## config.mk

```make
export PLATFORM = sky130hd
export DESIGN_NAME = hca_rgb2hsv
export DESIGN_NICKNAME = d
export VERILOG_FILES = /design/src/rtl/hca_pkg.sv /design/src/rtl/hca_rgb2hsv.sv
export SDC_FILE = /design/constraint.sdc
export NUM_CORES = 2
export LEC_CHECK = 0
export ABC_AREA = 1
export BUFFER_PORTS_ARGS = -buffer_cell sky130_fd_sc_hd__buf_2
export CAP_MARGIN = 20
export CORE_MARGIN = 2
export CORE_UTILIZATION = 45
export CTS_CLUSTER_SIZE = 40
export DETAILED_ROUTE_END_ITERATION = 8
export PLACE_DENSITY_LB_ADDON = 0.25
export SLEW_MARGIN = 15
export SYNTH_ARGS = -nofsm -noshare
export SYNTH_HDL_FRONTEND = slang
export SYNTH_SLANG_ARGS = --single-unit
export TNS_END_PERCENT = 30
```

## constraint.sdc

```tcl
create_clock -name clk -period 12.03 [get_ports clk]
set_input_delay 2.406 -clock clk [delete_from_list [all_inputs] [get_ports clk]]
set_output_delay 2.406 -clock clk [all_outputs]
set_load 0.005 [all_outputs]
```

## src/rtl/hca_pkg.sv

```systemverilog
package hca_pkg;

  localparam int unsigned HUE_FULL = 92160;
  localparam int unsigned HUE_SEG  = 15360;
  localparam int unsigned ONE_Q12  = 4096;
  localparam int unsigned RECIP_15 = 279621;

  localparam logic [1:0] CFG_HUE = 2'd0;
  localparam logic [1:0] CFG_SAT = 2'd1;
  localparam logic [1:0] CFG_VAL = 2'd2;

  localparam int unsigned DEPTH = 8;

  typedef struct packed {
    logic [11:0] hue;
    logic [11:0] sat;
    logic [11:0] val;
  } gain_t;

  typedef struct packed {
    logic [28:0] hp;
    logic [24:0] sp;
    logic [24:0] vp;
  } prod_t;

  // ceil(2^22 / m), exact quotient by multiply and shift for small dividends
  function automatic logic [22:0] recip(input logic [3:0] m);
    logic [22:0] r;
    case (m)
      4'd1:    r = 23'd4194304;
      4'd2:    r = 23'd2097152;
      4'd3:    r = 23'd1398102;
      4'd4:    r = 23'd1048576;
      4'd5:    r = 23'd838861;
      4'd6:    r = 23'd699051;
      4'd7:    r = 23'd599187;
      4'd8:    r = 23'd524288;
      4'd9:    r = 23'd466034;
      4'd10:   r = 23'd419431;
      4'd11:   r = 23'd381301;
      4'd12:   r = 23'd349526;
      4'd13:   r = 23'd322639;
      4'd14:   r = 23'd299594;
      4'd15:   r = 23'd279621;
      default: r = 23'd0;
    endcase
    return r;
  endfunction

endpackage

```

## src/rtl/hca_rgb2hsv.sv

```systemverilog
module hca_rgb2hsv (
  input  logic                clk,
  input  logic                en,
  input  logic [3:0]          red,
  input  logic [3:0]          green,
  input  logic [3:0]          blue,
  input  hca_pkg::gain_t      gain,
  output hca_pkg::prod_t      prod
);

  logic [3:0]  r_r, g_r, b_r;
  logic [3:0]  mx, mn, d;
  logic signed [4:0] diff;
  logic [3:0]  a;
  logic [16:0] base;
  logic [26:0] sq;
  logic [30:0] hq;

  logic [12:0] s2_r, v2_r;
  logic [17:0] q2_r;
  logic [7:0]  y2_r;
  logic [3:0]  d2_r;
  logic        neg2_r;
  logic [16:0] base2_r;

  logic [21:0] qd;
  logic        inexact;
  logic [17:0] hh;
  logic [16:0] hw;

  logic [16:0] h3_r;
  logic [12:0] s3_r, v3_r;
  hca_pkg::prod_t prod_r;

  always_comb begin
    mx = (r_r > g_r) ? r_r : g_r;
    mn = (r_r < g_r) ? r_r : g_r;
    mx = (b_r > mx) ? b_r : mx;
    mn = (b_r < mn) ? b_r : mn;
    d  = mx - mn;
    if (mx == r_r) begin
      diff = $signed({1'b0, g_r}) - $signed({1'b0, b_r});
      base = 17'(hca_pkg::HUE_FULL);
    end else if (mx == g_r) begin
      diff = $signed({1'b0, b_r}) - $signed({1'b0, r_r});
      base = 17'(2 * hca_pkg::HUE_SEG);
    end else begin
      diff = $signed({1'b0, r_r}) - $signed({1'b0, g_r});
      base = 17'(4 * hca_pkg::HUE_SEG);
    end
    a  = diff[4] ? 4'(-diff) : diff[3:0];
    sq = 27'(d) * 27'(hca_pkg::recip(mx));
    hq = 31'(8'(a) * 8'd15) * 31'(hca_pkg::recip(d));
  end

  always_comb begin
    qd      = 22'(q2_r) * 22'(d2_r);
    inexact = (qd != 22'({y2_r, 10'd0}));
    if (neg2_r) begin
      hh = 18'(base2_r) - q2_r - 18'(inexact);
    end else begin
      hh = 18'(base2_r) + q2_r;
    end
    if (d2_r == 4'd0) begin
      hw = 17'd0;
    end else if (hh >= 18'(hca_pkg::HUE_FULL)) begin
      hw = 17'(hh - 18'(hca_pkg::HUE_FULL));
    end else begin
      hw = hh[16:0];
    end
  end

  always_ff @(posedge clk) begin
    if (en) begin
      r_r     <= red;
      g_r     <= green;
      b_r     <= blue;
      s2_r    <= sq[22:10];
      v2_r    <= 13'((23'(mx) * 23'(hca_pkg::RECIP_15)) >> 10);
      q2_r    <= hq[29:12];
      y2_r    <= 8'(a) * 8'd15;
      d2_r    <= d;
      neg2_r  <= diff[4];
      base2_r <= base;
      h3_r    <= hw;
      s3_r    <= s2_r;
      v3_r    <= v2_r;
      prod_r.hp <= 29'(h3_r) * 29'(gain.hue);
      prod_r.sp <= 25'(s3_r) * 25'(gain.sat);
      prod_r.vp <= 25'(v3_r) * 25'(gain.val);
    end
  end

  assign prod = prod_r;

endmodule

```

==> impl_results.md <==
- Tcrit/Tclk final: 92.8%
- Later-pin clock latency in the skew report: 0.52 ns
- Synth async-reset ratio: 0%
- Routed WL: 84.6 mm
- Crit Path Max Fanout: 17
- Cell Area, Synth: 35,500 µm²
- Clock sink count: 185
- Synth Register Bits: 185
- Routed Antenna Nets: 0
- Leading area contributor after synthesis: fa_1
- R2R Path End: q2_r[17]
- Setup-failing EPs final: 0
- Die Ht: 285 µm
- Final net count: 5,288
- Hold worst-path end: v3_r[8]
- Clock root buffer: clkbuf_16
- RSZ-0062 raised after global routing: no
- R2R depth: 54
- Area share of the largest cell type after synthesis: 32.2%
- Top cells by area, synth: fa_1 32%, edfxtp_1 16%, ha_1 13%, inv_1 12%, nand2_1 10%
- Final hold viol count: 0
- Num CTS Buffers: 17
- Final slew viol count: 0
- Drt pass-1 iters: 6
- Fillcell total: 7,780
- H-tree depth: 4
- I/O pin cnt: 129
- Hold buffers post-CTS: 0
- Commonest non-fill, non-tap cells in the layout: 1,090 x inv_1, 954 x nand2_1, 572 x fa_1, 363 x ha_1, 243 x nor2_1
- GRT Util Overall: 22.0%
- Placed cells: 5,331
- Max-cap violations: 0
- Worst hold path type: reg -> reg
- CP endpoint kind: flop
- Hold depth: 0
- Final Critical Period: 11.17 ns
- Initial Utilization: 45.2%
- Mapped Cells: 4,268
- Area Growth Syn to Fin: 5.96%
- Gr ovfl total: 0
- Worst setup path class: reg -> reg
- Fmax: 89.5 MHz
- First-pass GRT wire length: 142 mm
- Hold_sp: v2_r[8]
- Synthesized area per cell: 8.33 µm²
- Post-synth EDFFs: 185
- Worst-path clk slew: 0.08 ns
- CP max stage delay: 0.56 ns
- Die width: 285 µm
- Startpoint types: flop
- Netlist cell types: 60
- Setup TNS: 0 ns
- PortBufs: 128
- DRC violations left: 0
- Share of layout cells above drive strength 1: 6.33%
- Syn Nets: 5,253
- Status: finished clean
- Worst Path Required: 12.29 ns
- Commonest non-fill, non-tap cell in the layout: inv_1
- Post-DP HPWL: 69.9 mm
- Layout Cells excl Fill: 5,368
- Antenna violations before repair: 0
- Predominant post-synthesis flop cell: edfxtp_1
- CP most frequent cell: nand2_1
- CTS max path bufs: 2
- Global placer's final weighted congestion: 0.965
- Drt wl/cell: 15.8 µm
- Via Count: 26.5k
- Critical R2R Launch: g_r[2]
- Starting DRT DRC Count: 1,542
- Full die area: 81,200 µm²
- Core area: 78,600 µm²
- Clock skew: 0.0176 ns
- Vias per cell: 4.94
- Sequential area share after synthesis: 15.6%
- Critical Path AT: 11.43 ns
- Rel. slew slack: 28.6%
- Num rows: 103
- Slowest cell on crit path: fa_1
- Reg2Reg Setup Slack: 0.86 ns
- Pin count of the biggest net entering global routing: 71
- Measured slew at the worst slew-check pin: 1.06 ns
- Number of global-route vias before repair: 27.4k
- CTS tree: built
- Yosys warnings: 0
sequential cells by signal, summed over array words and instances (netlist names), 8 cells and up:
register  flops
prod         79
q2_r         18
h3_r         17
s2_r         13
s3_r         13
v2_r          8
v3_r          8
y2_r          8
per-stage QoR:
step	cell area (µm²)	hold slack (ns)	util, %	worst slack, ns
after floorplan	35500	0.400	-	1.91
after global placement	37100	0.402	47.1	1.05
after detailed placement	37100	0.405	47.1	0.836
after CTS	37600	0.410	47.9	0.811
after global routing	37700	0.422	47.9	0.0715
final	37700	0.409	47.9	0.861
cells in the mapped netlist (2+ instances only):
| library cell | instances |
|---|---|
| nor4_1 | 5 |
| o211ai_1 | 3 |
| inv_1 | 1091 |
| a21boi_1 | 2 |
| a31oi_1 | 11 |
| nor2_1 | 243 |
| o21bai_1 | 11 |
| a21o_1 | 8 |
| nand3_1 | 75 |
| o21ai_2 | 6 |
| fa_1 | 572 |
| buf_1 | 4 |
| clkinv_1 | 2 |
| nand2_1 | 954 |
| nor2_4 | 15 |
| o21ai_0 | 100 |
| nand2_2 | 22 |
| xor2_1 | 95 |
| nand3_4 | 2 |
| inv_4 | 2 |
| o21a_1 | 12 |
| o21ai_1 | 12 |
| clkbuf_1 | 111 |
| a21boi_0 | 9 |
| nor3_1 | 19 |
| inv_2 | 6 |
| a21oi_1 | 182 |
| ha_1 | 363 |
| xnor2_1 | 50 |
| o2111ai_1 | 2 |
| nand2_4 | 15 |
| nand3b_1 | 4 |
| or2_2 | 9 |
| a211oi_1 | 7 |
| o31ai_1 | 2 |
| nor2_2 | 4 |
| nor2_8 | 2 |
| o221ai_1 | 3 |
| nand3_2 | 9 |
| edfxtp_1 | 185 |
| buf_6 | 4 |
| nand4_1 | 14 |
| clkbuf_2 | 4 |
timing repair:
item	in CTS	in global routing
gates resized for setup	0	2
setup endpoints to repair	0	1
setup buffers	0	3
layout make-up:
cell class	instances	area [µm²]	area share, %
multi-input combinational	2858	25300	67.3
sequential	185	5560	14.8
inverter	1101	4140	11.0
tap	1050	1310	3.49
timing repair buffer	140	739	1.96
clock buffer	17	425	1.13
clock inverter	15	135	0.359
antenna	2	5.00	0.0133
worst max-delay path by stage:
stage                       from       end  slack (ns)  depth (start not counted)
after global placement    g_r[2]  q2_r[17]        1.05                         56
after CTS                 g_r[2]  q2_r[17]        0.81                         56
after global routing      g_r[2]  q2_r[17]        0.07                         58
final                     g_r[2]  q2_r[17]        0.86                         54
after floorplan           g_r[2]  q2_r[17]        1.91                         59
after detailed placement  g_r[2]  q2_r[17]        0.84                         56
cell families (layout without fill, tap and decap cells):
logic type      count (synthesis)  after routing  synth area share (%)
mux                             1              1                0.0282
buf+inv                      1225           1273                  13.1
xor+xnor                      146            146                  3.62
fa+ha+maj                     935            935                  45.0
compound gates                379            379                  6.00
other cells                     0              2                     0
simple gates                 1397           1397                  16.6
flops                         185            185                  15.6
per-layer routing:
layer | GRT usage (%) | up-vias | share of wire [%]
met1 | 29.9 | 12800 | 45
li1 | - | 12800 | -
met5 | 0 | - | 0
met4 | 7.13 | 0 | 3.2
met2 | 35.6 | 682 | 46
met3 | 4.06 | 129 | 5.7
critical path, delay by kind of cell (launching register included):
family / cells / cell delay (ns)
buf+inv: 11 / 1.35
fa+ha+maj: 11 / 4.61
xor+xnor: 1 / 0.46
flops: 1 / 0.44
simple gates: 26 / 2.94
compound gates: 5 / 1.11
Power is not shown: default switching activity piles up to over one toggle a cycle in this logic, so the estimate is an artifact.
