$ cat src/rtl/hca_pkg.sv
package hca_pkg;

  localparam int unsigned HUE_FULL = 92160;
  localparam int unsigned HUE_SEG  = 15360;
  localparam int unsigned ONE_Q12  = 4096;
  localparam int unsigned RECIP_15 = 279621;

  localparam logic [1:0] CFG_HUE = 2'd0;
  localparam logic [1:0] CFG_SAT = 2'd1;
  localparam logic [1:0] CFG_VAL = 2'd2;

  localparam int unsigned DEPTH = 8;

  typedef struct packed {
    logic [11:0] hue;
    logic [11:0] sat;
    logic [11:0] val;
  } gain_t;

  typedef struct packed {
    logic [28:0] hp;
    logic [24:0] sp;
    logic [24:0] vp;
  } prod_t;

  // ceil(2^22 / m), exact quotient by multiply and shift for small dividends
  function automatic logic [22:0] recip(input logic [3:0] m);
    logic [22:0] r;
    case (m)
      4'd1:    r = 23'd4194304;
      4'd2:    r = 23'd2097152;
      4'd3:    r = 23'd1398102;
      4'd4:    r = 23'd1048576;
      4'd5:    r = 23'd838861;
      4'd6:    r = 23'd699051;
      4'd7:    r = 23'd599187;
      4'd8:    r = 23'd524288;
      4'd9:    r = 23'd466034;
      4'd10:   r = 23'd419431;
      4'd11:   r = 23'd381301;
      4'd12:   r = 23'd349526;
      4'd13:   r = 23'd322639;
      4'd14:   r = 23'd299594;
      4'd15:   r = 23'd279621;
      default: r = 23'd0;
    endcase
    return r;
  endfunction

endpackage

$ cat src/rtl/hca_hsv2rgb.sv
module hca_hsv2rgb (
  input  logic           clk,
  input  logic           en,
  input  hca_pkg::prod_t prod,
  output logic [3:0]     red,
  output logic [3:0]     green,
  output logic [3:0]     blue
);

  logic [20:0] hg;
  logic [16:0] sg, vg;
  logic [16:0] h;
  logic [12:0] s;
  logic [2:0]  seg;
  logic [13:0] rem;

  logic [25:0] sr5_r;
  logic [12:0] s5_r;
  logic [16:0] v5_r;
  logic [2:0]  seg5_r;

  logic [34:0] sfp;
  logic [29:0] pp;
  logic [12:0] sf6_r, p6_r, s6_r;
  logic [16:0] v6_r;
  logic [2:0]  seg6_r;

  logic [30:0] qp, tp;
  logic [12:0] p7_r, q7_r, t7_r;
  logic [16:0] v7_r;
  logic [2:0]  seg7_r;

  logic [16:0] cr, cg, cb;
  logic [3:0]  red_r, green_r, blue_r;

  function automatic logic [12:0] clamp_one(input logic [18:0] x);
    return (x > 19'(hca_pkg::ONE_Q12)) ? 13'(hca_pkg::ONE_Q12) : x[12:0];
  endfunction

  function automatic logic [3:0] to_nibble(input logic [16:0] x);
    logic [21:0] c;
    c = (22'(x) * 22'd15 + 22'd64) >> 12;
    return (c > 22'd15) ? 4'd15 : c[3:0];
  endfunction

  always_comb begin
    hg = 21'(prod.hp >> 8);
    sg = 17'(prod.sp >> 8);
    vg = 17'(prod.vp >> 8);
    h  = (hg > 21'(hca_pkg::HUE_FULL)) ? 17'(hca_pkg::HUE_FULL) : hg[16:0];
    s  = (sg > 17'(hca_pkg::ONE_Q12)) ? 13'(hca_pkg::ONE_Q12) : sg[12:0];
    if (h >= 17'(6 * hca_pkg::HUE_SEG)) begin
      seg = 3'd6;
    end else if (h >= 17'(5 * hca_pkg::HUE_SEG)) begin
      seg = 3'd5;
    end else if (h >= 17'(4 * hca_pkg::HUE_SEG)) begin
      seg = 3'd4;
    end else if (h >= 17'(3 * hca_pkg::HUE_SEG)) begin
      seg = 3'd3;
    end else if (h >= 17'(2 * hca_pkg::HUE_SEG)) begin
      seg = 3'd2;
    end else if (h >= 17'(hca_pkg::HUE_SEG)) begin
      seg = 3'd1;
    end else begin
      seg = 3'd0;
    end
    rem = 14'(h - 17'(seg) * 17'(hca_pkg::HUE_SEG));
  end

  always_comb begin
    sfp = 35'(sr5_r[25:10]) * 35'(hca_pkg::RECIP_15);
    pp  = 30'(v5_r) * 30'(14'(hca_pkg::ONE_Q12) - 14'(s5_r));
    qp  = 31'(v6_r) * 31'(14'(hca_pkg::ONE_Q12) - 14'(sf6_r));
    tp  = 31'(v6_r) * 31'(14'(hca_pkg::ONE_Q12) - 14'(s6_r) + 14'(sf6_r));
  end

  always_comb begin
    case (seg7_r)
      3'd0: begin
        cr = v7_r;        cg = 17'(t7_r); cb = 17'(p7_r);
      end
      3'd1: begin
        cr = 17'(q7_r);   cg = v7_r;      cb = 17'(p7_r);
      end
      3'd2: begin
        cr = 17'(p7_r);   cg = v7_r;      cb = 17'(t7_r);
      end
      3'd3: begin
        cr = 17'(p7_r);   cg = 17'(q7_r); cb = v7_r;
      end
      3'd4: begin
        cr = 17'(t7_r);   cg = 17'(p7_r); cb = v7_r;
      end
      default: begin
        cr = v7_r;        cg = 17'(p7_r); cb = 17'(q7_r);
      end
    endcase
  end

  always_ff @(posedge clk) begin
    if (en) begin
      sr5_r   <= 26'(s) * 26'(rem);
      s5_r    <= s;
      v5_r    <= vg;
      seg5_r  <= seg;
      sf6_r   <= 13'(sfp >> 22);
      p6_r    <= clamp_one(19'(pp >> 12));
      s6_r    <= s5_r;
      v6_r    <= v5_r;
      seg6_r  <= seg5_r;
      p7_r    <= p6_r;
      q7_r    <= clamp_one(19'(qp >> 12));
      t7_r    <= clamp_one(19'(tp >> 12));
      v7_r    <= v6_r;
      seg7_r  <= seg6_r;
      red_r   <= to_nibble(cr);
      green_r <= to_nibble(cg);
      blue_r  <= to_nibble(cb);
    end
  end

  assign red   = red_r;
  assign green = green_r;
  assign blue  = blue_r;

endmodule

$ cat config.mk
export PLATFORM = sky130hd
export DESIGN_NAME = hca_hsv2rgb
export DESIGN_NICKNAME = d
export VERILOG_FILES = /design/src/rtl/hca_pkg.sv /design/src/rtl/hca_hsv2rgb.sv
export SDC_FILE = /design/constraint.sdc
export NUM_CORES = 2
export LEC_CHECK = 0
export BUFFER_PORTS_ARGS = -buffer_cell sky130_fd_sc_hd__buf_4
export CORE_MARGIN = 1.5
export CORE_UTILIZATION = 45
export DETAILED_ROUTE_END_ITERATION = 6
export PLACE_DENSITY_LB_ADDON = 0.3
export SLEW_MARGIN = 25
export SYNTH_ARGS = -nofsm -noshare
export SYNTH_HDL_FRONTEND = slang
export SYNTH_SLANG_ARGS = --single-unit
$ cat constraint.sdc
create_clock -name clk -period 17.15 [get_ports clk]
set_input_delay 1.715 -clock clk [delete_from_list [all_inputs] [get_ports clk]]
set_output_delay 1.715 -clock clk [all_outputs]
set_load 0.005 [all_outputs]
==> run_results.csv <==
group,metric,value,unit
status,status,"complete, no violations",
clock_tree,holdBufCountCts,0,
routing,ant_nets,0,
finish,final_common_cell,"inv_1",
place,io_buffers,68,
floorplanning,chipHeight,319,um
floorplanning,fp.dieArea,0.102,sq mm
routing,drtPass1Iterations,6,
setup_path,critPathTopFamily,"adder cells",
finish,drive_above_1_share,5.15,%
synthesis,synth_ff_type,"edfxtp_1",
sta,setup_tns,0,ns
clock_tree,clockBufferDepth,2,
min_path,hold_path_end,"p7_r[5]$_DFFE_PP_",
global_route,grt_first_pass_wirelength,172000,um
sta,period_needed,10.76,ns
floorplanning,coreArea,0.0986,sq mm
routing,vias,31900,
floorplanning,initial_core_util,45.5,%
setup_path,r2r-end,"t7_r[6]$_SDFFCE_PN0P_",
synthesis,synth_edf_count,179,
synthesis,syn_area,0.0449,sq mm
synthesis,yosys-top-cells-area,"fa_1 36%, ha_1 18%, edfxtp_1 12%",
sta,rsz0062_at_grt,"false",
synthesis,async_flop_share,0,%
clock_tree,post_cts_buffers,0,
clock_tree,cts_resized,0,
place,dp_hpwl,80000,um
global_route,overflow,0,
setup_path,worstPathRequired,17.40,ns
clock_tree,cts_buffers,17,
clock_tree,clkTransAtPathRegs,0.07,ns
finish,finalNetCount,6215,
floorplanning,rows,115,
floorplanning,fp.dieW,319,um
routing,drt_first_iter_violations,2225,
routing,routedWlPerCell,16.9,um
setup_path,crit_type,"primary input to register",
min_path,hold_depth,0,
synthesis,yosysWarnings,0,
setup_path,crit_buf_inv,4,
sta,fmax,92.9,MHz
synthesis,synth_top_area_share,35.7,%
setup_path,arrival,11.01,ns
sta,period_share,62.7,%
global_route,antenna_found_initial,0,
setup_path,critPathMaxStageDelay,0.87,ns
clock_tree,clock_sinks,179,
synthesis,yosys.area.top_type,"fa_1",
setup_path,startpoint,"prod[78]",
min_path,hold_class,"register to register",
sta,drv_slew,0,
global_route,track_usage,21.0,%
setup_path,reg2reg_slack,7.54,ns
synthesis,synth_nets,6240,
job,cap_violations,0,
routing,drc_errors,0,
setup_path,crit_top_cell,"fa_1",
setup_path,r2r-start,"s6_r[5]$_DFFE_PP_",
sta,hold_ws,0.418,ns
setup_path,worstRegToRegCells,32,
clock_tree,cts_tree,"done",
global_route,grt_pass1_vias,33600,
min_path,min_from,"p6_r[5]$_SDFFCE_PN0P_",
clock_tree,h-tree-depth,4,
setup_path,worstPathMaxFanout,27,
place,gp_congestion,0.902,
synthesis,synth-seq-cells,179,
sta,worst_pin_slew,1.08,ns
synthesis,avgSynthCellArea,9.49,sq um
sta,skew,0.0124,ns
finish,utilization,48.1,%
floorplanning,pin_count,93,
routing,wl,101000,um
finish,antenna_cells,0,
setup_path,critPathCaptureType,"register",
sta,slew-limit-headroom,27.7,%
setup_path,setup.worst_path.start_class,"primary input",
finish,mostFrequentLayoutCells,"902 x inv_1, 800 x fa_1, 630 x ha_1, 606 x nand2_1, 294 x and2_1",
routing,detail_route.vias_per_cell,5.32,
setup_path,slowest_stage,"xnor2_1",
global_route,grt_max_degree,112,
synthesis,synth_cell_types,83,
clock_tree,clockRootBuffer,"clkbuf_16",
sta,final_hold_viol_count,0,
synthesis,seq_area_frac_synth,12.0,%
sta,finalSetupViolations,0,
synthesis,netlist_instances,4729,
finish,synthToLayoutAreaGrowth,5.75,%
clock_tree,clock_latency,0.50,ns
-- state kept, by name (all words and copies together) (netlist names) --
signal,cells
sf6_r,13
s5_r,13
sr5_r,16
v6_r,17
p6_r,13
red,4
seg7_r,3
seg5_r,3
blue,4
p7_r,13
q7_r,13
s6_r,13
v7_r,17
seg6_r,3
green,4
t7_r,13
v5_r,17
-- cells in the mapped netlist (10+ instances only) --
| cell | n |
|---|---|
| and2_1 | 294 |
| nor3b_1 | 10 |
| or2_2 | 42 |
| fa_1 | 800 |
| nand3_1 | 42 |
| xnor2_1 | 92 |
| a21oi_1 | 111 |
| a21o_1 | 44 |
| edfxtp_1 | 179 |
| o21ai_0 | 71 |
| a31oi_1 | 13 |
| clkbuf_1 | 157 |
| nand4_1 | 17 |
| nor4b_1 | 10 |
| inv_1 | 902 |
| buf_1 | 10 |
| or3_1 | 18 |
| nor2_1 | 205 |
| nor3_1 | 43 |
| o21a_1 | 23 |
| nor2b_1 | 33 |
| nor4_1 | 22 |
| mux2i_1 | 41 |
| ha_1 | 630 |
| nand2_1 | 606 |
| nand2b_1 | 47 |
| and3_1 | 22 |
| o211ai_1 | 20 |
| mux2_2 | 14 |
| xor2_1 | 47 |
| a211oi_1 | 26 |
-- worst reg2reg max path: cells and delay by family, from the launching register on --
kind,cells,cell delay [ns]
AO/OA/AOI/OAI,8,2.06
XOR/XNOR,2,0.39
adder cells (fa/ha/maj),8,3.57
buffers and inverters,4,0.40
flip-flops,1,0.44
AND/OR/NAND/NOR,10,2.58
-- cell type report --
cell class | instances | area [sq um]
Fill cell | 9237 | 51100
Tap cell | 1287 | 1610
Clock buffer | 18 | 429
Inverter | 905 | 3400
Clock inverter | 14 | 149
Multi-Input combinational cell | 3476 | 35500
Sequential cell | 179 | 5380
Timing Repair Buffer | 125 | 945
-- per-stage QoR --
stage	instances	setup slack [ns]	instance area, sq um
floorplan	4729	7.79	44900
global placement	5972	6.14	46800
detailed placement	5972	6.01	46900
CTS	6004	6.56	47400
global route	6004	5.80	47400
finish	6004	6.39	47400
-- logic make-up (layout without fill, tap and decap cells) --
| family | Yosys count | after routing | share of synthesized area, % |
|---|---|---|---|
| flip-flops | 179 | 179 | 12.0 |
| adder cells (fa/ha/maj) | 1431 | 1431 | 53.3 |
| AND/OR/NAND/NOR | 1452 | 1452 | 15.8 |
| buffers and inverters | 1074 | 1062 | 8.99 |
| multiplexers | 55 | 55 | 1.27 |
| XOR/XNOR | 139 | 139 | 2.71 |
| AO/OA/AOI/OAI | 399 | 399 | 5.95 |
-- worst max path at each step --
stage,end,slack [ns],depth (start not counted)
global route,sr5_r[25]$_DFFE_PP_,5.80,30
floorplan,sr5_r[25]$_DFFE_PP_,7.79,29
detailed placement,sr5_r[25]$_DFFE_PP_,6.01,30
CTS,sr5_r[25]$_DFFE_PP_,6.56,30
global placement,sr5_r[25]$_DFFE_PP_,6.14,30
finish,sr5_r[25]$_DFFE_PP_,6.39,30
-- routing by layer --
| layer | global-route usage, % | up-vias | routed length [um] |
|---|---|---|---|
| met5 | 0 | - | 0 |
| met4 | 5.12 | 0 | 1960 |
| met3 | 2.55 | 110 | 5230 |
| met2 | 34.6 | 795 | 47400 |
| met1 | 29.4 | 16100 | 46800 |
| li1 | - | 14900 | - |
Power is not shown: default switching activity piles up to over one toggle a cycle in this logic, so the estimate is an artifact.
